<file path="config.mk">
export PLATFORM = sky130hd
export DESIGN_NAME = pkc_fifo
export DESIGN_NICKNAME = d
export VERILOG_FILES = /design/src/rtl/pkc_fifo.sv
export SDC_FILE = /design/constraint.sdc
export NUM_CORES = 1
export LEC_CHECK = 0
export ABC_AREA = 1
export BUFFER_PORTS_ARGS = -buffer_cell sky130_fd_sc_hd__buf_2
export CORE_AREA = 2 2 39 41
export CTS_CLUSTER_DIAMETER = 40
export DETAILED_ROUTE_END_ITERATION = 7
export DIE_AREA = 0 0 41 43
export PLACE_DENSITY = 0.46
export SLEW_MARGIN = 10
export SYNTH_ARGS = -nofsm -noshare
export SYNTH_HDL_FRONTEND = slang
export SYNTH_SLANG_ARGS = --single-unit
</file>
<file path="constraint.sdc">
create_clock -name clk -period 2.8 [get_ports clk]
set_input_delay 0.28 -clock clk [delete_from_list [all_inputs] [get_ports clk]]
set_output_delay 0.28 -clock clk [all_outputs]
set_load 0.05 [all_outputs]
</file>
<file path="src/rtl/pkc_fifo.sv">
// two-entry queue with registered full and empty
`timescale 1ns / 1ps
`default_nettype none
module pkc_fifo #(
	parameter type T = logic
) (
	input  wire logic clk,
	input  wire logic arst_n,
	input  wire logic wr,
	input  wire T     wr_data,
	output logic      full,
	input  wire logic rd,
	output T          rd_data,
	output logic      empty
);
	T           mem_q [2];
	logic       wp_q, rp_q;
	logic [1:0] cnt_q;
	logic       do_wr, do_rd;

	assign do_wr = wr && !full;
	assign do_rd = rd && !empty;
	assign full  = cnt_q == 2'd2;
	assign empty = cnt_q == 2'd0;
	assign rd_data = mem_q[rp_q];

	always_ff @(posedge clk or negedge arst_n) begin
		if (!arst_n) begin
			wp_q  <= 1'b0;
			rp_q  <= 1'b0;
			cnt_q <= 2'd0;
		end else begin
			if (do_wr) wp_q <= !wp_q;
			if (do_rd) rp_q <= !rp_q;
			if (do_wr && !do_rd) cnt_q <= cnt_q + 2'd1;
			else if (do_rd && !do_wr) cnt_q <= cnt_q - 2'd1;
		end
	end

	always_ff @(posedge clk) begin
		if (do_wr) mem_q[wp_q] <= wr_data;
	end
endmodule
`default_nettype wire

</file>
==> results of run 1 <==
-- routing by layer --
metal	vias up	part of all wire
li1	137	-
met1	97	0.52
met2	7	0.44
met3	0	0.037
met4	0	0
met5	-	0
-- metrics by stage --
stage,setup slack (ps),power (mW),utilization,std cells
final,1390,0.489,0.287,65
after detailed placement,1410,0.403,0.260,60
after global placement,1460,0.402,0.260,60
after floorplan,1140,0.353,-,37
after CTS,1370,0.497,0.287,65
after global routing,1200,0.544,0.287,65
-- repair_timing --
| action | in CTS | in global routing |
|---|---|---|
| hold endpoints to repair | 4 | 0 |
| resized for setup | 0 | 0 |
| hold buffers | 1 | 0 |
-- cells by family (layout without fill, tap and decap cells) --
group                    Yosys count  after routing
AO/OA/AOI/OAI                      2              2
XOR/XNOR                           1              1
adder cells (fa/ha/maj)            1              1
buffers and inverters              8             20
flip-flops                         6              6
AND/OR/NAND/NOR                   19             19
-- registers in the layout, summed over array words and instances (netlist names) --
signal and flops:
cnt_q 2, mem_q 2, rp_q 1, wp_q 1
-- worst paths after layout --
| check | from | end | slack (ps) | cells past startpoint |
|---|---|---|---|---|
| setup / recovery | cnt_q[0] | full | 1390 | 2 |
| hold / removal | wr_data | mem_q[1] | 220 | 1 |
| setup reg to reg | cnt_q[0] | cnt_q[1] | 1420 | 6 |
| hold reg to reg | wp_q | wp_q | 490 | 2 |
| max in group asynchronous | arst_n | rp_q | 2310 | 2 |
| min in group asynchronous | arst_n | wp_q | 370 | 2 |
-- placed cells by master (no fill, tap or decap) --
cell,count
nor2_1,2
nor2_2,2
nand3_1,1
edfxtp_1,2
o21ai_0,2
nand3b_1,1
ha_1,1
clkbuf_1,1
nand2_1,12
dlygate4sd3_1,1
clkbuf_4,3
buf_2,7
dfrtp_1,4
inv_1,8
xnor2_1,1
nand4_1,1
-- critical path: cells and delay by family (launching register included) --
family        cells  cell delay (ps)
buf+inv           1              280
flops             1              440
simple gates      1              170
-- cell usage after synthesis --
cell	number
nand2_1	12
inv_1	8
dfrtp_1	4
edfxtp_1	2
nor2_1	2
nor2_2	2
o21ai_0	2
ha_1	1
nand3_1	1
nand3b_1	1
nand4_1	1
xnor2_1	1
-- final cells by class --
cell class,instances,area (sq um),area share
inverter,8,30.0,0.0757
timing repair buffer,8,45.0,0.114
sequential,6,160,0.404
multi-input combinational,23,115,0.290
tap,16,20.0,0.0505
clock buffer,4,26.3,0.0662
-- report_power, final --
| part | switching (mW) | internal (mW) | leakage [nW] |
|---|---|---|---|
| Combinational | 0.165 | 0.0737 | 0.135 |
| Clock | 0.0339 | 0.0542 | 0.0150 |
| Sequential | 0.0321 | 0.130 | 0.0665 |
| Total | 0.231 | 0.258 | 0.216 |
==> key figures, run 1 <==
Run status
  – Status: complete, no violations

Final layout
  – Layout cells sized above 1: 0.245
  – FILL cells: 152
  – Area grow syn2layout: 29.9%
  – Design Area, Final: 397 sq um
  – # nets final: 56
  – N_diodes: 0

Global routing
  – Initial antenna violation count: 0
  – Vias in the first global route: 250
  – GR peak layer: met2
  – Met3 Usage GRT: 0.0157
  – GR Util met2: 0.109
  – GR Overflow Total: 0
  – Largest net degree at the start of global routing: 8
  – Met1 usage: 0.105
  – Total routing usage reported by global routing: 0.0859
  – First-pass GRT wire length: 959 microns

STA
  – Final TNS setup: 0 ps
  – Fin Clk Skew: 4.75 ps
  – Hold WS: 225 ps
  – Max-slew violations: 0
  – Unrepaired setup endpoints after global routing: false
  – Final Hold Vio Count: 0
  – Fin crit share: 0.503
  – Final setup viols: 0
  – Least-Margin Pin Slew: 238 ps
  – Min Tclk post-route: 1410 ps
  – Worst slew margin: 0.840
  – Fmax achieved: 0.710 GHz

Placed design
  – Routability congestion estimate: 0.703
  – Port Buf Inserts: 7
  – Post-detail-place hpwl: 446 microns
  – Placed Area: 360 sq um

Routing
  – Final wirelength: 541 microns
  – DRC: 0
  – Initial DRT Pass Iterations: 4
  – Avg Vias per Cell: 3.71
  – Vias: 241
  – Antenna violation net count after detailed routing: 0
  – Routed wire per std cell: 8.32 microns
  – Initial DRC count: 4

Logic synthesis
  – Post-synthesis sequential area ratio: 0.525
  – Top area cells in the synthesized netlist: dfrtp_1 33%, edfxtp_1 20%, nand2_1 15%, inv_1 9.8%, ha_1 4.1%
  – Dominant cell type by area after synthesis: dfrtp_1
  – Syn_area_per_cell: 8.25 sq um
  – Synth Area in Compound Gates: 0.0328
  – Adder-cell share of the synthesized area: 0.0410
  – Simple-gate portion of the synthesized area: 0.275
  – XOR/XNOR share of the synthesized area: 0.0287
  – Main combinational cell family by area after synthesis: simple AND/OR/NAND/NOR gates
  – Synth Register Bits: 6
  – Syn Std Cell Area: 305 sq um
  – Yosys cell types: 12
  – Multiplexer share of the synthesized area: 0
  – Top cell type's share of synthesized area: 0.328
  – Syn Nets: 43
  – Cell count after synthesis: 37
  – Syn. warnings: 0

Setup path
  – Crit path cell chain: nor2_2 -> buf_2
  – Setup crit end kind: output pin
  – CP peak stage delay: 440 ps
  – WP data required: 2520 ps
  – Top fanout value on the critical path: 7
  – Worst setup SP type: flip-flop
  – CP Class: reg -> out
  – Crit path DAT: 1130 ps
  – Slowest cell on crit path: dfrtp_1

Floorplanning
  – Die ar.: 1760 sq um
  – Core area: 1380 sq um
  – Die height: 43 microns
  – FP Rows: 14
  – I/O pin total: 8
  – Die X: 41 microns
  – Starting Density: 0.221

Clock network
  – Clk pin slew, worst setup/hold paths: 50 ps
  – Clk buf depth: 2
  – Setup bufs post-CTS: 0
  – Sink Count: 6
  – Num CTS Buffers: 3
  – CTS HTree Levels: 1
  – Root Buffer Master: clkbuf_4
  – CTS tree: done
  – Clock latency on the worst-skew pair: 250 ps

Power and ir drop
  – Power density over the cells: 1230 nW/um^2
  – Max VDD drop: 0.371 mV
  – P_leak: 0.216 nW

Job
  – Maxcap violations: 0

Min path
  – Worst min path class: in -> reg
No activity file was read; power rests on OpenSTA's default activity.
==> run 2, diff against run 1 <==
--- a/config.mk
+++ b/config.mk
@@ -5,13 +5,13 @@
 export SDC_FILE = /design/constraint.sdc
 export NUM_CORES = 1
 export LEC_CHECK = 0
-export ABC_AREA = 1
+export ABC_AREA = 0
 export BUFFER_PORTS_ARGS = -buffer_cell sky130_fd_sc_hd__buf_2
 export CORE_AREA = 2 2 39 41
 export CTS_CLUSTER_DIAMETER = 40
 export DETAILED_ROUTE_END_ITERATION = 7
 export DIE_AREA = 0 0 41 43
-export PLACE_DENSITY = 0.46
+export PLACE_DENSITY = 0.44
 export SLEW_MARGIN = 10
 export SYNTH_ARGS = -nofsm -noshare
 export SYNTH_HDL_FRONTEND = slang
==> constraint.sdc (replaced) <==
create_clock -name clk -period 1.19 [get_ports clk]
set_input_delay 0.119 -clock clk [delete_from_list [all_inputs] [get_ports clk]]
set_output_delay 0.119 -clock clk [all_outputs]
set_load 0.05 [all_outputs]
==> run 2 against run 1 <==
  * The run now ends with setup timing left
  * Highest routed layer is now met4
  * Area after synthesis shrank 12%
  * Clock skew decreased by 4.2 ps
  * First-iteration DRC count down 75%
  * Synthesized cell count decreased by 41%
  * Sequential cell count stayed put
  * Clock power up 140%
  * Sequential share of layout area down 7.7 points
  * Via count decreased by 10%
==> key figures, run 2 <==
Run status
  – Status: complete, but fails checks
  – Violated checks: setup timing

Logic synthesis
  – Most common cell in the netlist: dfrtp_1
  – Syn Nets: 28 (-35%)
  – Syn. warnings: 0 (unchanged)
  – Top cell type's share of synthesized area: 0.374 (+0.0460)
  – Syn Std Cell Area: 268 sq um (-12%)
  – Top FF cell, synth: dfrtp_1
  – Post-synthesis sequential area ratio: 0.598 (+0.0735)
  – Yosys cell types: 12 (unchanged)
  – Synth Register Bits: 6 (unchanged)
  – Commonest cells post-synth: 4 x dfrtp_1, 3 x nor2_1, 3 x xnor2_1
  – Asr flop ratio synth: 0.667 (unchanged)
  – Top area cells in the synthesized netlist: dfrtp_1 37%, edfxtp_1 22%, xnor2_1 9.8%, xor2_1 6.5%, ha_1 4.7%
  – Post-synth EDFFs: 2 (unchanged)
  – Syn_area_per_cell: 12.2 sq um (+48%)
  – Cell count after synthesis: 22 (-41%)
  – Dominant cell type by area after synthesis: dfrtp_1

Global routing
  – Vias in the first global route: 237 (-5.2%)
  – Initial antenna violation count: 0 (unchanged)
  – First-pass GRT wire length: 952 microns (-0.73%)
  – GR Overflow Total: 0 (unchanged)
  – Largest net degree at the start of global routing: 5 (-3)
  – Total routing usage reported by global routing: 0.0859 (unchanged)

Floorplanning
  – Die height: 43 microns (unchanged)
  – I/O pin total: 8 (unchanged)
  – Core area: 1380 sq um (unchanged)
  – Starting Density: 0.193 (-0.0271)
  – Die X: 41 microns (unchanged)
  – Die ar.: 1760 sq um (unchanged)
  – FP Rows: 14 (unchanged)

Setup path
  – CP Class: reg -> reg
  – Worst setup SP type: flip-flop
  – Setup crit end kind: flip-flop
  – Reg2reg setup slack: -90 ps (-1510 ps)
  – Crit path DAT: 1410 ps (+280 ps)
  – WP data required: 1320 ps (-1200 ps)
  – Top fanout value on the critical path: 3 (-4)

Clock network
  – Num CTS Buffers: 3 (unchanged)
  – Sink Count: 6 (unchanged)
  – CTS HTree Levels: 1 (unchanged)
  – CTS tree: done
  – Root Buffer Master: clkbuf_4
  – Clk buf depth: 2 (unchanged)
  – Clk pin slew, worst setup/hold paths: 50 ps (about the same)
  – Clock latency on the worst-skew pair: 250 ps (about the same)

Placed design
  – Port Buf Inserts: 7 (unchanged)
  – Post-detail-place hpwl: 416 microns (-6.6%)
  – Placed Cells incl. Taps: 50 (-17%)
  – Routability congestion estimate: 0.595 (-15%)

Job
  – Maxcap violations: 0 (unchanged)

Final layout
  – Final non-filler cell total: 57 (-12%)
  – Largest registers: cnt_q (2), mem_q (2)
  – N_diodes: 0 (unchanged)
  – Area grow syn2layout: 83.2%
  – # nets final: 48 (-14%)
  – FILL cells: 143 (-5.9%)
  – Layout cells sized above 1: 0.683 (+0.438)
  – Most frequent cells in the layout: 7 x buf_4, 4 x dfrtp_1, 4 x buf_2
  – Commonest non-fill, non-tap cell in the layout: buf_4

Power and ir drop
  – Power density over the cells: 3120 nW/um^2 (+150%)
  – P_leak: 0.226 nW (+4.7%)
  – Max VDD drop: 0.632 mV (+70%)

STA
  – Final TNS setup: -208 ps (-208 ps)
  – Fin Clk Skew: 0.528 ps (-4.22 ps)
  – PnR worst setup slack: -92.8 ps (-1480 ps)
  – Final setup viols: 4 (+4)
  – Unrepaired setup endpoints after global routing: true
  – Max-slew violations: 0 (unchanged)
  – Final Hold Vio Count: 0 (unchanged)
  – Fin crit share: 1.08
  – Fmax achieved: 0.780 GHz
  – Min Tclk post-route: 1280 ps
  – Least-Margin Pin Slew: 183 ps (-54.9 ps)
  – Worst slew margin: 0.878 (+0.0383)

Routing
  – Initial DRC count: 1 (-3)
  – Vias: 216 (-10%)
  – Routed wire per std cell: 9.98 microns (+20%)
  – Final wirelength: 569 microns (+5.2%)
  – DRC: 0 (unchanged)
  – Avg Vias per Cell: 3.79 (+2.2%)
  – Initial DRT Pass Iterations: 2 (-2)
  – Antenna violation net count after detailed routing: 0 (unchanged)

Min path
  – Worst min path class: in -> reg
## run 2: routing by layer
| metal | part of all wire | GRT usage | vias up |
|---|---|---|---|
| li1 | - | - | 109 |
| met4 | 0.025 | 0.100 | 0 |
| met3 | 0.018 | 0.0157 | 2 |
| met2 | 0.62 | 0.134 | 4 |
| met1 | 0.34 | 0.0787 | 101 |
| met5 | 0 | 0 | - |
## run 2: cells by family after synthesis
| group | Yosys count | share of synthesized area |
|---|---|---|
| xor+xnor | 5 | 0.164 |
| mux | 1 | 0.0421 |
| flops | 6 | 0.598 |
| buf+inv | 2 | 0.0280 |
| fa+ha+maj | 1 | 0.0467 |
| compound gates | 1 | 0.0187 |
| simple gates | 6 | 0.103 |
## run 2: worst max-delay path: stages (launching register included)
cell,delay [ps]
dfrtp_1,410
nand2b_4,170
nand2_4,70
inv_4,40
ha_4,150
xor2_2,130
nor2_2,50
xor2_1,150
## run 2: timing repair
| item | CTS | global route |
|---|---|---|
| hold buffers | 1 | 0 |
| resized for setup | 10 | 6 |
| endpoints found under the setup margin | 4 | 5 |
| buffers inserted | 2 | 0 |
| cloned | 0 | 0 |
| pin swaps | 2 | 0 |
| endpoints found under the hold margin | 4 | 0 |
## run 2: final timing paths
check	cells past startpoint	start	to
min in group asynchronous	2	arst_n	wp_q
setup / recovery	7	cnt_q[0]	cnt_q[1]
hold / removal	1	wr_data	mem_q[0]
hold reg to reg	1	wp_q	wp_q
setup reg to reg	7	cnt_q[0]	cnt_q[1]
max in group asynchronous	2	arst_n	cnt_q[1]
## run 2: cell type report
type	instances	area, sq um	area share
Timing Repair Buffer	15	124	0.253
Inverter	2	10.0	0.0204
Clock buffer	4	26.3	0.0536
Multi-Input combinational cell	14	150	0.306
Sequential cell	6	160	0.327
Tap cell	16	20.0	0.0408
## run 2: report_power, final
part / internal (mW) / total, mW / switching, mW
logic: 0.480 / 0.929 / 0.449
registers: 0.310 / 0.395 / 0.0848
clock network: 0.127 / 0.207 / 0.0792
total: 0.917 / 1.53 / 0.613
## run 2: per-stage QoR
stage	total power [mW]	cell area (sq um)	setup slack [ps]	hold slack [ps]	util
floorplan	0.863	295	-104	-177	-
detailed placement	1.08	388	-111	-64.4	0.280
CTS	1.46	468	-114	53.9	0.338
finish	1.53	490	-92.8	62.6	0.354
global route	1.64	490	-197	58.1	0.354
global placement	1.06	388	-96.1	-68.2	0.280
