## config.mk

```make
export PLATFORM = sky130hd
export DESIGN_NAME = pkc_front
export DESIGN_NICKNAME = d
export VERILOG_FILES = /design/src/rtl/pkc_pkg.sv /design/src/rtl/pkc_front.sv
export SDC_FILE = /design/constraint.sdc
export NUM_CORES = 1
export LEC_CHECK = 0
export BUFFER_PORTS_ARGS = -buffer_cell sky130_fd_sc_hd__buf_2
export CORE_MARGIN = 2
export CORE_UTILIZATION = 45
export CTS_CLUSTER_DIAMETER = 60
export CTS_CLUSTER_SIZE = 40
export DETAILED_ROUTE_END_ITERATION = 6
export PLACE_DENSITY = 0.63
export REMOVE_ABC_BUFFERS = 1
export SLEW_MARGIN = 20
export SYNTH_ARGS = -nofsm -noshare
export SYNTH_HDL_FRONTEND = slang
export SYNTH_SLANG_ARGS = --single-unit
```

## constraint.sdc

```tcl
create_clock -name clk -period 7.2 [get_ports clk]
set_input_delay 1.44 -clock clk [delete_from_list [all_inputs] [get_ports clk]]
set_output_delay 1.44 -clock clk [all_outputs]
set_load 0.1 [all_outputs]
```

## src/rtl/pkc_pkg.sv

```systemverilog
// shared types and constants for packet class statistics
`timescale 1ns / 1ps
`default_nettype none
package pkc_pkg;

	localparam logic KIND_BYTE = 1'b0;
	localparam logic KIND_READ = 1'b1;

	localparam logic [1:0] REG_ETH_MODE = 2'd0;
	localparam logic [1:0] REG_LINK_LEN = 2'd1;
	localparam logic [1:0] REG_DIR_EN   = 2'd2;
	localparam logic [1:0] REG_STA_MAC  = 2'd3;

	localparam logic [3:0] V_SHORT    = 4'd0;
	localparam logic [3:0] V_HDR_ONLY = 4'd1;
	localparam logic [3:0] V_TRUNC    = 4'd2;
	localparam logic [3:0] V_NOT_IP   = 4'd3;
	localparam logic [3:0] V_IP4      = 4'd4;
	localparam logic [3:0] V_IP6      = 4'd7;

	localparam int NUM_COUNTERS = 29;
	localparam logic [4:0] SET_SIZE  = 5'd14;
	localparam logic [4:0] ERR_INDEX = 5'd28;
	localparam logic [4:0] K_BYTES   = 5'd0;
	localparam logic [4:0] K_PKTS    = 5'd1;
	localparam logic [4:0] K_IP4     = 5'd2;
	localparam logic [4:0] K_IP6     = 5'd4;
	localparam logic [4:0] K_TCP     = 5'd6;
	localparam logic [4:0] K_NOTIP   = 5'd12;

	localparam logic [7:0]  PROTO_TCP  = 8'd6;
	localparam logic [7:0]  PROTO_UDP  = 8'd17;
	localparam logic [15:0] ETYPE_IP4  = 16'h0800;
	localparam logic [15:0] ETYPE_IP6  = 16'h86dd;
	localparam logic [3:0]  IP4_VER    = 4'h4;
	localparam logic [3:0]  IP6_VER    = 4'h6;
	localparam logic [16:0] IP6_HDR_LEN = 17'd40;

	typedef struct packed {
		logic        is_read;
		logic [4:0]  idx;
		logic [3:0]  verdict;
		logic        dir;
		logic [15:0] psize;
		logic [7:0]  proto;
	} job_t;

	typedef struct packed {
		logic        result_kind;
		logic [3:0]  verdict;
		logic        direction;
		logic [15:0] payload_size;
		logic [7:0]  protocol;
		logic [63:0] counter_value;
	} result_t;

	function automatic logic [1:0] transport_code(input logic [7:0] p);
		logic [1:0] c;
		if (p == PROTO_TCP) c = 2'd0;
		else if (p == PROTO_UDP) c = 2'd1;
		else c = 2'd2;
		return c;
	endfunction

endpackage
`default_nettype wire

```

## src/rtl/pkc_front.sv

```systemverilog
// front end: header capture and packet classification
`timescale 1ns / 1ps
`default_nettype none
module pkc_front
	import pkc_pkg::*;
#(
	parameter int MAX_LINK_HEADER = 64
) (
	input  wire logic        clk,
	input  wire logic        arst_n,
	input  wire logic        accept,
	input  wire logic        kind,
	input  wire logic [7:0]  data_byte,
	input  wire logic        last_byte,
	input  wire logic [15:0] wire_length,
	input  wire logic [4:0]  counter_index,
	input  wire logic        wr_en,
	input  wire logic [1:0]  wr_index,
	input  wire logic [47:0] wr_data,
	output logic             job_valid,
	output job_t             job
);
	logic        eth_mode_q, dir_en_q;
	logic [6:0]  link_len_q;
	logic [47:0] sta_mac_q;

	logic [15:0] pos_q;
	logic [47:0] smac_q, smac_n;
	logic [15:0] etype_q, etype_n;
	logic [7:0]  nfb_q, nfb_n;
	logic [15:0] tlen_q, tlen_n;
	logic [7:0]  proto4_q, proto4_n;
	logic [7:0]  nh6_q, nh6_n;

	logic [6:0]  l;
	logic [16:0] p, lx, caplen;
	logic [15:0] etype_eff;
	logic        eth, dir;
	logic [3:0]  verdict;
	logic [7:0]  proto;
	logic [15:0] psize;
	logic        ip6_trunc, ip4_trunc;

	always_comb begin
		if ({1'b0, link_len_q} > 8'(MAX_LINK_HEADER)) l = 7'(MAX_LINK_HEADER);
		else l = link_len_q;
		p  = {1'b0, pos_q};
		lx = 17'(l);
		smac_n = smac_q; etype_n = etype_q; nfb_n = nfb_q;
		tlen_n = tlen_q; proto4_n = proto4_q; nh6_n = nh6_q;
		if (p >= 17'd6 && p < 17'd12) smac_n = {smac_q[39:0], data_byte};
		if (p == 17'd12) etype_n[15:8] = data_byte;
		if (p == 17'd13) etype_n[7:0] = data_byte;
		if (p == lx) nfb_n = data_byte;
		if (p == lx + 17'd2) tlen_n[15:8] = data_byte;
		if (p == lx + 17'd3) tlen_n[7:0] = data_byte;
		if (p == lx + 17'd6) nh6_n = data_byte;
		if (p == lx + 17'd9) proto4_n = data_byte;

		caplen = (pos_q == 16'hffff) ? 17'hffff : p + 17'd1;
		eth = eth_mode_q;
		etype_eff = eth ? etype_n : ETYPE_IP4;
		dir = eth && dir_en_q && (smac_n == sta_mac_q);
		psize = (wire_length >= 16'(l)) ? wire_length - 16'(l) : 16'd0;
		ip6_trunc = lx + IP6_HDR_LEN > caplen;
		ip4_trunc = (lx + 17'({nfb_n[3:0], 2'b00}) > caplen) ||
			(lx + 17'(tlen_n) > caplen);
		proto = 8'd0;
		if (lx > caplen) begin
			verdict = V_SHORT;
			dir = 1'b0;
			psize = 16'd0;
		end else if (lx == caplen) begin
			verdict = V_HDR_ONLY;
		end else if (etype_eff == ETYPE_IP4 && nfb_n[7:4] == IP4_VER) begin
			if (ip4_trunc) verdict = V_TRUNC;
			else begin
				verdict = V_IP4 + 4'(transport_code(proto4_n));
				proto = proto4_n;
			end
		end else if (etype_eff == ETYPE_IP4 || etype_eff == ETYPE_IP6) begin
			if (ip6_trunc) verdict = V_TRUNC;
			else if (nfb_n[7:4] != IP6_VER) verdict = V_NOT_IP;
			else begin
				verdict = V_IP6 + 4'(transport_code(nh6_n));
				proto = nh6_n;
			end
		end else begin
			verdict = V_NOT_IP;
		end

		job_valid = accept && (kind == KIND_READ || last_byte);
		job.is_read = kind == KIND_READ;
		job.idx     = counter_index;
		job.verdict = verdict;
		job.dir     = dir;
		job.psize   = psize;
		job.proto   = proto;
	end

	always_ff @(posedge clk or negedge arst_n) begin
		if (!arst_n) begin
			eth_mode_q <= 1'b1;
			link_len_q <= 7'd14;
			dir_en_q   <= 1'b0;
			sta_mac_q  <= 48'd0;
			pos_q      <= 16'd0;
			smac_q     <= 48'd0;
			etype_q    <= 16'd0;
			nfb_q      <= 8'd0;
			tlen_q     <= 16'd0;
			proto4_q   <= 8'd0;
			nh6_q      <= 8'd0;
		end else begin
			if (wr_en) begin
				unique case (wr_index)
					REG_ETH_MODE: eth_mode_q <= wr_data[0];
					REG_LINK_LEN: link_len_q <= wr_data[6:0];
					REG_DIR_EN:   dir_en_q   <= wr_data[0];
					REG_STA_MAC:  sta_mac_q  <= wr_data;
					default: ;
				endcase
			end
			if (accept && kind == KIND_BYTE) begin
				if (last_byte) begin
					pos_q    <= 16'd0;
					smac_q   <= 48'd0;
					etype_q  <= 16'd0;
					nfb_q    <= 8'd0;
					tlen_q   <= 16'd0;
					proto4_q <= 8'd0;
					nh6_q    <= 8'd0;
				end else begin
					if (pos_q != 16'hffff) pos_q <= pos_q + 16'd1;
					smac_q   <= smac_n;
					etype_q  <= etype_n;
					nfb_q    <= nfb_n;
					tlen_q   <= tlen_n;
					proto4_q <= proto4_n;
					nh6_q    <= nh6_n;
				end
			end
		end
	end
endmodule
`default_nettype wire

```

==> Flow_metrics.wiki, run 1 <==
{| class="wikitable"
! Metric !! Value
|-
| Area share of the largest cell type after synthesis || 0.337
|-
| Internal power || 2220 µW
|-
| Hpwl dp || 28200 µm
|-
| Drt total wl || about 40000 µm
|-
| Final core utilization || 0.568
|-
| Number of setup violations in the final report || 11
|-
| Port Buffers || 110
|-
| Power per cell area || 234 nW/µm²
|-
| Iteration-0 DRC count of the detailed router || slightly above 1000
|-
| Timing startpoint of the critical path || link_len_q[6]$_DFFE_PN0P_
|-
| Synthesized instance count || 1426
|-
| Crit Reg-Reg Startpoint || pos_q[1]$_DFFE_PN0P_
|-
| Arithmetic-cell share of the synthesized area counting full adders, half adders and majority gates || 0.0661
|-
| Area share of and/or/nand/nor cells after synthesis || 0.171
|-
| Count of final max-slew check failures || 0
|-
| Outcome || complete, but fails checks
|-
| Sequential fraction of the synthesis area || 0.345
|-
| Total die area || 29900 µm²
|-
| Total routing resource utilization after global routing || 0.265
|-
| Number of buffers inserted during clock tree synthesis || 17
|-
| Depth of the CTS H-tree || 4
|-
| Part of the total power dissipated in combinational logic || 0.422
|-
| Avg Cell Area, Syn || ~9 µm²
|-
| Crit Path Class || reg2out
|-
| Flops & latches, synth || approximately 180
|-
| Least-Margin Pin Slew || 0.986 ns
|-
| Drc violations || 0
|-
| Routed via count || about 12000
|-
| Most frequently used flop master after synthesis || sky130_fd_sc_hd__dfrtp_1
|-
| Highest attainable clock frequency || between 100 and 150 MHz
|-
| Row Count || 61
|-
| CP arrival || around 6.6 ns
|-
| Worst-Skew Late Latency || approximately 0.45 ns
|-
| Psw || about 1500 µW
|-
| Synth area leaders || sky130_fd_sc_hd__dfrtp_1 (34%), sky130_fd_sc_hd__mux2_2 (6.2%), sky130_fd_sc_hd__ha_1 (6.1%)
|-
| Iteration count of the initial detailed-routing pass || 5
|-
| Worst hold slack || between 0.4 and 0.5 ns
|-
| Die W || ~170 µm
|-
| Antenna violations before repair || 0
|-
| DIE HEIGHT || 173 µm
|-
| Largest stage delay on the critical path || ~0.45 ns
|-
| Number of synthesis warnings || 0
|-
| Max-Slew Margin vs Limit || 0.334
|-
| Post-CTS clock slew at the launch and capture registers of the worst setup and hold paths || 0.07 ns
|-
| Startpoint kind of the worst setup timing path || register
|-
| Portion of total power attributed to sequential cells || 0.331
|-
| Path class of the lowest-slack min-delay path || reg2reg
|-
| Hold Vio Cnt, Final || 0
|-
| Max Root-Sink Buffers || 2
|-
| Cell taking the most area after synthesis || sky130_fd_sc_hd__dfrtp_1
|-
| Period utilisation layout || 1.11
|-
| Async set or reset register ratio after synthesis || 1.00
|-
| Crit path capture type || primary output
|-
| Yosys cell types || 84
|-
| Root buffer cell || sky130_fd_sc_hd__clkbuf_16
|-
| Portion of total power attributed to the clock network || 0.247
|-
| Required time of the critical path || between 5 and 6 ns
|-
| Synth Area in XOR/XNOR || 0.0778
|-
| RSZ-0062 raised after global routing || true
|-
| Share of layout cells above drive strength 1 || 0.274
|-
| Area grow syn2layout || 23.5%
|-
| Post-DR wirelength/cell || 20.2 µm
|-
| Leakage || roughly 0.0070 µW
|-
| Post-route worst setup slack || -0.803 ns
|-
| Violated checks || setup timing
|-
| CP max FO || 8
|-
| Final critical path time including I/O delays and setup || between 8 and 9 ns
|-
| First-pass GRT wire length || ~63000 µm
|-
| Clock tree from TritonCTS || built
|-
| Startpoint of the worst hold path || etype_q[1]$_DFFE_PN0P_
|-
| Via count of the first global-routing pass || 11400
|-
| Max VDD drop || roughly 150 µV
|-
| Number of top-level pins || 121
|-
| Count of antenna-violating nets left after detailed routing || 0
|-
| Post-layout nets || between 1500 and 2000
|-
| Number of vias per cell || between 5 and 6
|-
| Diode insertion count for antenna repair || 0
|-
| Proportion of synthesized area in mux cells || 0.118
|-
| Overall overflow remaining after global route || 0
|-
| Setup skew after layout || between 0.015 and 0.02 ns
|-
| Switching portion of total power || 0.402
|-
| Count of flip-flops with a built-in enable after synthesis || 0
|-
| Max-cap violations || 0
|-
| Fill cell instance count of the final layout || 2517
|-
| Final estimated routing congestion in global placement || ~0.90
|-
| Slowest stage cell, crit path || sky130_fd_sc_hd__dfrtp_2
|-
| Pin count of the biggest net entering global routing || 89
|-
| Effective utilization at floorplan || 0.460
|-
| Total core area || approximately 28000 µm²
|-
| Complex-gate fraction of the synthesized area || 0.176
|-
| Area of the mapped netlist || ~13000 µm²
|-
| Combinational family with the most area after synthesis || compound AO/OA/AOI/OAI gates
|-
| Number of sinks on the clock net || around 180
|}
## cell usage in the layout, fill, tap and decap left out, drive strengths merged, types with 39 or more instances in the layout
cell type / synthesis / routed
a21oi: 39 / 39
xnor2: 64 / 64
a22oi: 51 / 51
nand2: 168 / 168
ha: 63 / 63
mux2i: 71 / 71
buf: 45 / 242
xor2: 50 / 50
o21ai: 150 / 150
inv: 38 / 42
nor2: 94 / 94
dfrtp: 173 / 173
mux2: 71 / 71
## worst max-delay path: cells and delay by family, from the launching register on
family                   cells  cell delay, ns
flip-flops                   1            0.45
multiplexers                 3            0.73
XOR/XNOR                     2            0.30
adder cells (fa/ha/maj)      3            0.68
AO/OA/AOI/OAI               10            1.50
AND/OR/NAND/NOR              8            1.22
buffers and inverters        8            1.22
## repair_timing
item / in CTS / in global routing
resized for setup: 110 / 52
buffers inserted: 35 / 7
endpoints found under the setup margin: 11 / 29
gates cloned: 0 / 1
hold buffers: 0 / 0
pin swaps: 24 / 40
## cells by family after synthesis
group | Yosys count
flip-flops | 177
adder cells (fa/ha/maj) | 66
buffers and inverters | 132
multiplexers | 142
AND/OR/NAND/NOR | 445
XOR/XNOR | 114
AO/OA/AOI/OAI | 350
## final cells by class
class,instances,area (µm²),share of cell area
multi-input combinational,1118,8310,0.524
sequential,177,4440,0.280
tap,378,473,0.0298
clock inverter,11,100,0.00631
inverter,38,145,0.00915
clock buffer,21,460,0.0290
timing repair buffer,242,1940,0.122
## state kept, by name (all words and copies together), names as in the netlist
signal / count
link_len_q: 7
nfb_q: 8
smac_q: 48
dir_en_q: 1
tlen_q: 16
pos_q: 16
etype_q: 16
nh6_q: 8
sta_mac_q: 48
eth: 1
proto4_q: 8
## cells in the mapped netlist, types with 4 or more instances
cell type	number
sky130_fd_sc_hd__a2111oi_0	6
sky130_fd_sc_hd__a21o_1	12
sky130_fd_sc_hd__a21oi_1	39
sky130_fd_sc_hd__a22o_1	17
sky130_fd_sc_hd__a22oi_1	51
sky130_fd_sc_hd__a31oi_1	7
sky130_fd_sc_hd__and2_1	5
sky130_fd_sc_hd__and3_1	7
sky130_fd_sc_hd__buf_1	8
sky130_fd_sc_hd__buf_2	21
sky130_fd_sc_hd__buf_4	12
sky130_fd_sc_hd__buf_6	4
sky130_fd_sc_hd__clkbuf_1	48
sky130_fd_sc_hd__dfrtp_1	173
sky130_fd_sc_hd__dfstp_2	4
sky130_fd_sc_hd__ha_1	63
sky130_fd_sc_hd__inv_1	36
sky130_fd_sc_hd__mux2_2	71
sky130_fd_sc_hd__mux2i_1	70
sky130_fd_sc_hd__nand2_1	167
sky130_fd_sc_hd__nand2b_1	6
sky130_fd_sc_hd__nand3_1	36
sky130_fd_sc_hd__nand3b_1	5
sky130_fd_sc_hd__nand4_1	26
sky130_fd_sc_hd__nor2_1	94
sky130_fd_sc_hd__nor2b_1	20
sky130_fd_sc_hd__nor3_1	20
sky130_fd_sc_hd__nor3b_1	5
sky130_fd_sc_hd__nor4_1	12
sky130_fd_sc_hd__o211ai_1	4
sky130_fd_sc_hd__o21a_1	10
sky130_fd_sc_hd__o21ai_0	145
sky130_fd_sc_hd__o21ai_1	4
sky130_fd_sc_hd__o22a_1	6
sky130_fd_sc_hd__o22ai_1	7
sky130_fd_sc_hd__o31ai_1	4
sky130_fd_sc_hd__or2_2	4
sky130_fd_sc_hd__or3_1	5
sky130_fd_sc_hd__or4_1	7
sky130_fd_sc_hd__xnor2_1	64
sky130_fd_sc_hd__xor2_1	50
## power by group through the flow
stage | Combinational [µW] | Clock (µW) | Sequential (µW)
detailed placement | 1310 | 0 | 1240
finish | 1560 | 916 | 1230
global route | 1680 | 963 | 1240
CTS | 1460 | 923 | 1220
floorplan | 912 | 0 | 1220
global placement | 1290 | 0 | 1240
## final timing paths
kind	end	slack (ns)	depth (start not counted)
worst max register to register	pos_q[8]$_DFFE_PN0P_	4.08	10
max in group asynchronous	link_len_q[6]$_DFFE_PN0P_	4.95	2
worst min register to register	etype_q[1]$_DFFE_PN0P_	0.49	2
min in group asynchronous	etype_q[6]$_DFFE_PN0P_	1.06	1
worst max-delay path	job[27]	-0.80	34
worst min-delay path	etype_q[1]$_DFFE_PN0P_	0.49	2
## layer usage
metal | wire (µm) | GRT usage | part of all wire
met5 | 0 | 0 | 0
met4 | 1140 | 0.0996 | 0.028
met3 | 2720 | 0.0468 | 0.068
met2 | 18500 | 0.409 | 0.46
met1 | 17800 | 0.372 | 0.44
## metrics by stage
step                cell area (µm²)  TNS, ns  worst slack, ns  total power (µW)  std cells
global placement              14300    -6.29           -0.603              2530       1918
floorplan                     12400   -19.73            -1.88              2130       1332
global route                  15900   -10.85            -1.01              3890       1985
CTS                           15600   -13.19           -0.698              3610       1983
finish                        15900    -8.40           -0.803              3700       1985
detailed placement            14300    -6.73           -0.645              2550       1918
(Power assumes the default switching activity.)
==> inputs of run 2 (changes only) <==
--- a/config.mk
+++ b/config.mk
@@ -5,6 +5,7 @@
 export SDC_FILE = /design/constraint.sdc
 export NUM_CORES = 1
 export LEC_CHECK = 0
+export ABC_AREA = 1
 export BUFFER_PORTS_ARGS = -buffer_cell sky130_fd_sc_hd__buf_2
 export CORE_MARGIN = 2
 export CORE_UTILIZATION = 45
==> run 2 against run 1 <==
  * The run still ends with setup timing left
  * Maximum frequency increased by 6.7%
  * Sequential share of layout area increased by 1.3 points
  * Sequential cell count unchanged
  * Combinational power increased by 21%
==> Flow_metrics.wiki, run 2 <==
{| class="wikitable"
! Metric !! Value
|-
| Final estimated routing congestion in global placement || 0.909 (+0.52%)
|-
| Post-DR wirelength/cell || 17.4 µm (-14%)
|-
| Cell family with the largest share of critical-path delay || buffers and inverters
|-
| Required time of the critical path || 5.76 ns (about the same)
|-
| Hold Vio Cnt, Final || 0 (unchanged)
|-
| Register area || 4440 µm² (unchanged)
|-
| Period utilisation layout || 1.04 (-0.0701)
|-
| Switching portion of total power || 0.432 (+0.0304)
|-
| Most frequently used flop master after synthesis || sky130_fd_sc_hd__dfrtp_1
|-
| Row Count || 61 (unchanged)
|-
| Total routing resource utilization after global routing || 0.272 (+0.00685)
|-
| Number of sinks on the clock net || 177 (unchanged)
|-
| Violated checks || setup timing
|-
| Most common cell after layout, fill and taps aside || sky130_fd_sc_hd__nand2_1
|-
| Depth of the worst register-to-register path || 38 (+28)
|-
| Count of flip-flops with a built-in enable after synthesis || 0 (unchanged)
|-
| Part of the total power dissipated in combinational logic || 0.461 (+0.039)
|-
| Worst setup slack for register-to-register paths || 2.21 ns (-1.87 ns)
|-
| Routed via count || 12200 (+4.1%)
|-
| Number of vias per cell || 5.42 (-8.0%)
|-
| Complex-gate fraction of the synthesized area || 0.145 (-0.0306)
|-
| Commonest cells post-synth || sky130_fd_sc_hd__nand2_1 (398), sky130_fd_sc_hd__inv_1 (202), sky130_fd_sc_hd__dfrtp_1 (173)
|-
| Portion of total power attributed to the clock network || 0.245 (-0.002)
|-
| Slowest stage cell, crit path || sky130_fd_sc_hd__dfrtp_1
|-
| CTS Hold Bufs || 0 (unchanged)
|-
| Setup skew after layout || 0.0127 ns (-0.00694 ns)
|-
| Post-layout nets || 2004 (+15%)
|-
| Post-CTS clock slew at the launch and capture registers of the worst setup and hold paths || 0.07 ns (about the same)
|-
| Number of setup violations in the final report || 11 (unchanged)
|-
| Synth area leaders || sky130_fd_sc_hd__dfrtp_1 (34%), sky130_fd_sc_hd__nand2_1 (12%), sky130_fd_sc_hd__ha_1 (6.2%)
|-
| DIE HEIGHT || 172 µm (-0.41%)
|-
| Post-route worst setup slack || -0.298 ns (+0.505 ns)
|-
| Drt total wl || 39100 µm (-2.5%)
|-
| Die W || 172 µm (-0.41%)
|-
| Hpwl dp || 28300 µm (+0.26%)
|-
| Final critical path time including I/O delays and setup || 7.50 ns (-0.505 ns)
|-
| Biggest registers after layout || smac_q x48, sta_mac_q x48
|-
| Yosys cell types || 59 (-30%)
|-
| Hold-critical path depth || 2 (unchanged)
|-
| Worst Hold Endpoint || proto4_q[0]$_DFFE_PN0P_
|-
| Commonest cells after routing, fill and taps aside || sky130_fd_sc_hd__nand2_1 (394), sky130_fd_sc_hd__inv_1 (200), sky130_fd_sc_hd__dfrtp_1 (172), sky130_fd_sc_hd__o21ai_0 (135), sky130_fd_sc_hd__nor2_1 (114)
|-
| Combinational family with the most area after synthesis || simple AND/OR/NAND/NOR gates
|-
| CP arrival || 6.06 ns (-0.50 ns)
|-
| Least-Margin Pin Slew || 0.952 ns (-0.0343 ns)
|-
| Final core utilization || 0.544 (-0.0237)
|-
| Max Root-Sink Buffers || 2 (unchanged)
|-
| Cell taking the most area after synthesis || sky130_fd_sc_hd__dfrtp_1
|-
| Via count of the first global-routing pass || 11800 (+3.4%)
|-
| Max VDD drop || 258 µV (+72%)
|-
| Portion of total power attributed to sequential cells || 0.294 (-0.037)
|-
| Area share of and/or/nand/nor cells after synthesis || 0.266 (+0.0958)
|-
| Power per cell area || 270 nW/µm² (+15%)
|-
| Port Buffers || 110 (unchanged)
|-
| Highest attainable clock frequency || 133 MHz (+6.7%)
|-
| Area of the mapped netlist || 12700 µm² (-0.84%)
|-
| Clock tree from TritonCTS || built
|-
| Count of final max-slew check failures || 0 (unchanged)
|-
| Timing startpoint of the critical path || link_len_q[5]$_DFFE_PN0P_
|-
| Proportion of synthesized area in mux cells || 0.0354 (-0.0825)
|-
| Largest stage delay on the critical path || 0.40 ns (-0.05 ns)
|-
| First-pass GRT wire length || 62300 µm (-1.3%)
|-
| Max-cap violations || 0 (unchanged)
|-
| Startpoint kind of the worst setup timing path || register
|-
| Iteration count of the initial detailed-routing pass || 5 (unchanged)
|-
| Synthesized instance count || 1694 (+19%)
|-
| Avg Cell Area, Syn || 7.52 µm² (-17%)
|-
| Most common cell in the netlist || sky130_fd_sc_hd__nand2_1
|-
| Crit path depth || 44 (+29%)
|-
| Max-Slew Margin vs Limit || 0.365 (+0.0315)
|-
| Sequential fraction of the synthesis area || 0.348 (+0.00292)
|-
| Leakage || 0.00756 µW (+7.8%)
|-
| Arithmetic-cell share of the synthesized area counting full adders, half adders and majority gates || 0.0666 (+0.000558)
|-
| Startpoint of the worst hold path || proto4_q[0]$_DFFE_PN0P_
|-
| Most repeated library cell on the critical path || sky130_fd_sc_hd__buf_4
|-
| Effective utilization at floorplan || 0.457 (-0.00260)
|-
| Worst slack after detailed placement || -0.0371 ns (+0.608 ns)
|-
| Crit path capture type || primary output
|-
| Fill cell instance count of the final layout || 2619 (+4.1%)
|-
| Async set or reset register ratio after synthesis || 1.00 (unchanged)
|-
| Path class of the lowest-slack min-delay path || reg2reg
|-
| Drc violations || 0 (unchanged)
|-
| Total core area || 27900 µm² (-0.27%)
|-
| Depth of the CTS H-tree || 4 (unchanged)
|-
| Count of antenna-violating nets left after detailed routing || 0 (unchanged)
|-
| Number of synthesis warnings || 0 (unchanged)
|-
| Total die area || 29700 µm² (-0.82%)
|-
| Reg-to-reg critical path endpoint || proto4_q[0]$_DFFE_PN0P_
|-
| Antenna violations before repair || 1 (+1)
|-
| Area grow syn2layout || 19.0%
|-
| Number of top-level pins || 121 (unchanged)
|-
| Diode insertion count for antenna repair || 0 (unchanged)
|-
| Crit Path Class || reg2out
|-
| Worst-Skew Late Latency || 0.45 ns (about the same)
|-
| Flops & latches, synth || 177 (unchanged)
|-
| Psw || 1770 µW (+19%)
|-
| Internal power || 2320 µW (+4.7%)
|-
| Overall overflow remaining after global route || 0 (unchanged)
|-
| CP max FO || 4 (-4)
|-
| Pin count of the biggest net entering global routing || 109 (+22%)
|-
| Iteration-0 DRC count of the detailed router || 918 (-8.8%)
|-
| Share of layout cells above drive strength 1 || 0.217 (-0.0579)
|-
| Multi-input logic area || 7360 µm² (-11%)
|-
| Synth Area in XOR/XNOR || 0.0466 (-0.0312)
|-
| Number of buffers inserted during clock tree synthesis || 17 (unchanged)
|-
| Crit Reg-Reg Startpoint || link_len_q[5]$_DFFE_PN0P_
|-
| RSZ-0062 raised after global routing || true
|-
| Root buffer cell || sky130_fd_sc_hd__clkbuf_16
|-
| Area share of the largest cell type after synthesis || 0.340 (+0.00285)
|-
| Buffer and inverter count on the worst path || 27 (+19)
|-
| Outcome || complete, but fails checks
|}
run 2: area by class of cell:
| type | count | area share |
|---|---|---|
| multi-input combinational | 1237 | 0.486 |
| sequential | 177 | 0.293 |
| timing repair buffer | 208 | 0.0960 |
| inverter | 212 | 0.0533 |
| tap | 378 | 0.0312 |
| clock buffer | 20 | 0.0295 |
| clock inverter | 12 | 0.0115 |
run 2: power groups by stage:
| stage | Sequential (µW) | Combinational [µW] | Clock [µW] |
|---|---|---|---|
| after detailed placement | 1220 | 1650 | 0 |
| final | 1200 | 1880 | 1000 |
| after global routing | 1220 | 2040 | 1060 |
| after CTS | 1200 | 1820 | 1020 |
| after floorplan | 1190 | 1210 | 0 |
| after global placement | 1210 | 1630 | 0 |
run 2: timing repair:
action                     in CTS  in global routing
gates resized for setup        44                 14
buffers inserted               43                  6
pin swaps                      18                 15
setup endpoints to repair      11                 11
run 2: kinds of logic after synthesis:
logic type                 Yosys count
and+or+nand+nor                    748
AOI/OAI and AO/OA                  320
buffers and inverters              280
DFF                                177
adders and majority gates           66
xor gates and xnor gates            63
muxes                               40
run 2: worst max-delay path by stage:
stage | endpoint | slack (ns)
after global placement | job[3] | 0.04
after global routing | job[0] | -0.61
after detailed placement | job[25] | -0.04
final | job[25] | -0.30
after floorplan | job[6] | -0.74
after CTS | job[25] | -0.12
run 2: stage by stage:
| stage | power (µW) | setup TNS, ns | instance area (µm²) | std cells | hold slack (ns) |
|---|---|---|---|---|---|
| finish | 4090 | -2.51 | 15200 | 2244 | 0.514 |
| global route | 4320 | -6.28 | 15200 | 2244 | 0.539 |
| CTS | 4040 | -1.01 | 15100 | 2238 | 0.512 |
| detailed placement | 2870 | -0.164 | 13900 | 2163 | 0.491 |
| global placement | 2850 | 0 | 13900 | 2163 | 0.476 |
| floorplan | 2400 | -4.13 | 12400 | 1626 | 0.453 |
run 2: worst min-delay path, delay by kind of cell, from the launching register on:
family          cells  cell delay (ns)
compound gates      2             0.14
flops               1             0.34
run 2: layer usage:
layer  GRT usage  wire length [µm]
met1       0.354             17000
met2       0.445             18500
met3      0.0561              2210
met4       0.104              1410
met5           0                10
==> inputs of run 3 (changes only) <==
--- a/config.mk
+++ b/config.mk
@@ -8,11 +8,11 @@
 export ABC_AREA = 1
 export BUFFER_PORTS_ARGS = -buffer_cell sky130_fd_sc_hd__buf_2
 export CORE_MARGIN = 2
-export CORE_UTILIZATION = 45
+export CORE_UTILIZATION = 30
 export CTS_CLUSTER_DIAMETER = 60
 export CTS_CLUSTER_SIZE = 40
 export DETAILED_ROUTE_END_ITERATION = 6
-export PLACE_DENSITY = 0.63
+export PLACE_DENSITY = 0.45
 export REMOVE_ABC_BUFFERS = 1
 export SLEW_MARGIN = 20
 export SYNTH_ARGS = -nofsm -noshare
==> run 3 against run 2 <==
  * The flow still finishes with violations (setup timing)
  * Global-route usage down 7.4 points
  * Via count fell by 2.1%
  * Worst hold slack got worse by 0.0081 ns
  * Utilization down 18 points
  * Total power is 2.1% lower
  * Sequential share of layout area shrank 0.41 points
  * Final cell count up 7.1%
  * Wire length increased by 8.0%
  * Design area grew 1.4%
  * Critical path depth is 2 lower
  * Maximum frequency increased by 3.3%
  * Die area up 49%
  * Largest cell class unchanged
  * Largest power group unchanged
  * Highest routed layer is now met4
==> Flow_metrics.wiki, run 3 (same netlist as run 2, synthesis figures left out) <==
{| class="wikitable"
! Metric !! Value
|-
| Drc violations || 0 (unchanged)
|-
| Number of top-level pins || 121 (unchanged)
|-
| Top routing layer in use || met4
|-
| Total core area || 41900 µm² (+51%)
|-
| Depth of the worst register-to-register path || 10 (-74%)
|-
| Portion of total power attributed to sequential cells || 0.301 (+0.007)
|-
| Fill cell instance count of the final layout || 4368 (+67%)
|-
| RSZ-0062 raised after global routing || true
|-
| Path class of the lowest-slack min-delay path || reg2reg
|-
| Count of antenna-violating nets left after detailed routing || 0 (unchanged)
|-
| DIE HEIGHT || 210 µm (+22%)
|-
| Post-placement cell count || 2354 (+8.8%)
|-
| Power per cell area || 260 nW/µm² (-3.5%)
|-
| Hold-critical path depth || 2 (unchanged)
|-
| Cell area reported after detailed placement || 14400 µm² (+3.2%)
|-
| Outcome || complete, but fails checks
|-
| Largest stage delay on the critical path || 0.54 ns (+0.14 ns)
|-
| Violated checks || setup timing
|-
| Crit Path Class || reg2out
|-
| Slowest stage cell, crit path || sky130_fd_sc_hd__dfstp_2
|-
| Effective utilization at floorplan || 0.304 (-0.154)
|-
| Least-Margin Pin Slew || 0.935 ns (-0.0167 ns)
|-
| Buffer and inverter count on the worst path || 6 (-78%)
|-
| Most common cell after layout, fill and taps aside || sky130_fd_sc_hd__nand2_1
|-
| Post-Layout Cell Count || 2403 (+7.1%)
|-
| Share of layout cells above drive strength 1 || 0.212 (-0.00460)
|-
| Detail Route met3 WL || 1480 µm (-33%)
|-
| Worst Hold Endpoint || proto4_q[4]$_DFFE_PN0P_
|-
| Crit path capture type || primary output
|-
| Die W || 210 µm (+22%)
|-
| First-pass GRT wire length || 67100 µm (+7.7%)
|-
| Via count of the first global-routing pass || 11900 (+0.70%)
|-
| Routed via count || 11900 (-2.1%)
|-
| Diode insertion count for antenna repair || 0 (unchanged)
|-
| Crit path depth || 42 (-4.5%)
|-
| Port Buffers || 110 (unchanged)
|-
| Highest attainable clock frequency || 138 MHz (+3.3%)
|-
| Clock tree from TritonCTS || built
|-
| Iteration count of the initial detailed-routing pass || 6 (+1)
|-
| Pin count of the biggest net entering global routing || 91 (-17%)
|-
| Psw || 1770 µW (+0.32%)
|-
| Root buffer cell || sky130_fd_sc_hd__clkbuf_16
|-
| Max Root-Sink Buffers || 2 (unchanged)
|-
| Part of the total power dissipated in combinational logic || 0.458 (-0.003)
|-
| Iteration-0 DRC count of the detailed router || 792 (-14%)
|-
| Total non-filler cell area in the finished layout || 15400 µm² (+1.4%)
|-
| Total die area || 44100 µm² (+49%)
|-
| Post-route worst setup slack || -0.0572 ns (+0.241 ns)
|-
| Max-cap violations || 0 (unchanged)
|-
| Final critical path time including I/O delays and setup || 7.26 ns (-0.241 ns)
|-
| Worst setup slack for register-to-register paths || 3.85 ns (+1.64 ns)
|-
| Period utilisation layout || 1.01 (-0.0335)
|-
| Overall Power || 4000 µW (-2.1%)
|-
| Worst-Skew Late Latency || 0.45 ns (about the same)
|-
| Depth of the CTS H-tree || 4 (unchanged)
|-
| Commonest cells after routing, fill and taps aside || sky130_fd_sc_hd__nand2_1 (394), sky130_fd_sc_hd__inv_1 (202), sky130_fd_sc_hd__dfrtp_1 (172), sky130_fd_sc_hd__o21ai_0 (134), sky130_fd_sc_hd__nor2_1 (118)
|-
| Startpoint of the worst hold path || proto4_q[4]$_DFFE_PN0P_
|-
| Reg-to-reg critical path endpoint || pos_q[5]$_DFFE_PN0P_
|-
| Final estimated routing congestion in global placement || 0.889 (-2.3%)
|-
| Max VDD drop || 208 µV (-19%)
|-
| Cell family with the largest share of critical-path delay || simple AND/OR/NAND/NOR gates
|-
| Portion of total power attributed to the clock network || 0.241 (-0.004)
|-
| Area grow syn2layout || 20.7%
|-
| Number of buffers inserted during clock tree synthesis || 17 (unchanged)
|-
| Max-Slew Margin vs Limit || 0.376 (+0.0111)
|-
| Antenna violations before repair || 1 (unchanged)
|-
| Number of setup violations in the final report || 9 (-2)
|-
| Internal power || 2230 µW (-4.0%)
|-
| Setup skew after layout || 0.0112 ns (-0.00148 ns)
|-
| Number of vias per cell || 4.95 (-8.6%)
|-
| CP arrival || 5.82 ns (-0.24 ns)
|-
| Count of final max-slew check failures || 0 (unchanged)
|-
| Setup TNS Final || -0.459 ns (+2.05 ns)
|-
| CP max FO || 8 (+4)
|-
| Overall overflow remaining after global route || 0 (unchanged)
|-
| Drt total wl || 42200 µm (+8.0%)
|-
| Biggest registers after layout || smac_q x48, sta_mac_q x48
|-
| Leakage || 0.00758 µW (+0.21%)
|-
| Hpwl dp || 32100 µm (+13%)
|-
| Hold Vio Cnt, Final || 0 (unchanged)
|-
| Number of sinks on the clock net || 177 (unchanged)
|-
| Post-DR wirelength/cell || 17.6 µm (+0.84%)
|-
| Most repeated library cell on the critical path || sky130_fd_sc_hd__nand2_1
|-
| Post-CTS clock slew at the launch and capture registers of the worst setup and hold paths || 0.07 ns (about the same)
|-
| Wire length the detailed router placed on met1 || 19400 µm (+15%)
|-
| Startpoint kind of the worst setup timing path || register
|-
| Total routing resource utilization after global routing || 0.197 (-0.0745)
|-
| Routed wl met2 || 20000 µm (+8.5%)
|-
| Required time of the critical path || 5.76 ns (about the same)
|-
| Crit Reg-Reg Startpoint || pos_q[1]$_DFFE_PN0P_
|-
| Row Count || 75 (+23%)
|-
| Post-layout nets || 2002 (-0.10%)
|-
| Switching portion of total power || 0.443 (+0.0108)
|}
run 3: cell types whose count changed in the layout (fill, tap and decap cells not counted), moves of 3 or more:
cell	change
sky130_fd_sc_hd__buf_12	+3
sky130_fd_sc_hd__nor2_1	+4
sky130_fd_sc_hd__buf_4	-5
sky130_fd_sc_hd__a21oi_2	-3
sky130_fd_sc_hd__nor2_2	-4
run 3: worst max-delay path by stage:
stage | start | to | slack [ns]
global placement | link_len_q[4]$_DFFE_PN0P_ | job[25] | 0.04
floorplan | link_len_q[6]$_DFFE_PN0P_ | job[6] | -0.74
CTS | link_len_q[1]$_DFFE_PN1P_ | job[5] | -0.14
finish | link_len_q[1]$_DFFE_PN1P_ | job[0] | -0.06
detailed placement | link_len_q[1]$_DFFE_PN1P_ | job[26] | -0.1
global route | link_len_q[4]$_DFFE_PN0P_ | job[0] | -0.55
run 3: power by group through the flow:
stage / clock network (µW) / logic, µW / registers, µW
after floorplan: 0 / 1210 / 1190
after global placement: 0 / 1730 / 1220
after detailed placement: 0 / 1730 / 1220
after CTS: 993 / 1800 / 1200
after global routing: 1030 / 2010 / 1220
final: 964 / 1830 / 1200
run 3: per-stage QoR:
stage / worst slack (ns) / util / hold slack (ns)
6_report: -0.0572 / 0.366 / 0.506
2_1_floorplan: -0.737 / - / 0.453
4_1_cts: -0.143 / 0.363 / 0.501
3_3_place_gp: 0.0362 / 0.343 / 0.471
3_5_place_dp: -0.0999 / 0.343 / 0.482
5_1_grt: -0.550 / 0.366 / 0.533
run 3: final cells by class:
| type | instances | area (µm²) | share of cell area |
|---|---|---|---|
| clock buffer | 20 | 467 | 0.0304 |
| clock inverter | 12 | 126 | 0.00822 |
| inverter | 212 | 808 | 0.0526 |
| multi-input combinational | 1237 | 7380 | 0.480 |
| sequential | 177 | 4440 | 0.289 |
| tap | 539 | 674 | 0.0439 |
| timing repair buffer | 206 | 1480 | 0.0962 |
run 3: timing repair:
item,CTS,global route
hold buffers,0,0
pin swaps,8,11
setup buffers,10,8
gates resized for setup,38,21
endpoints found under the setup margin,11,11
run 3: routing by layer:
metal,track usage,up-vias
li1,-,5948
met1,0.262,5618
met2,0.328,278
met3,0.0262,56
met4,0.0736,0
met5,0,-
run 3: worst min-delay path: stages (launching register included):
cell                      delay (ns)
sky130_fd_sc_hd__dfrtp_1        0.34
sky130_fd_sc_hd__o21ai_0        0.07
sky130_fd_sc_hd__nand2_1        0.06
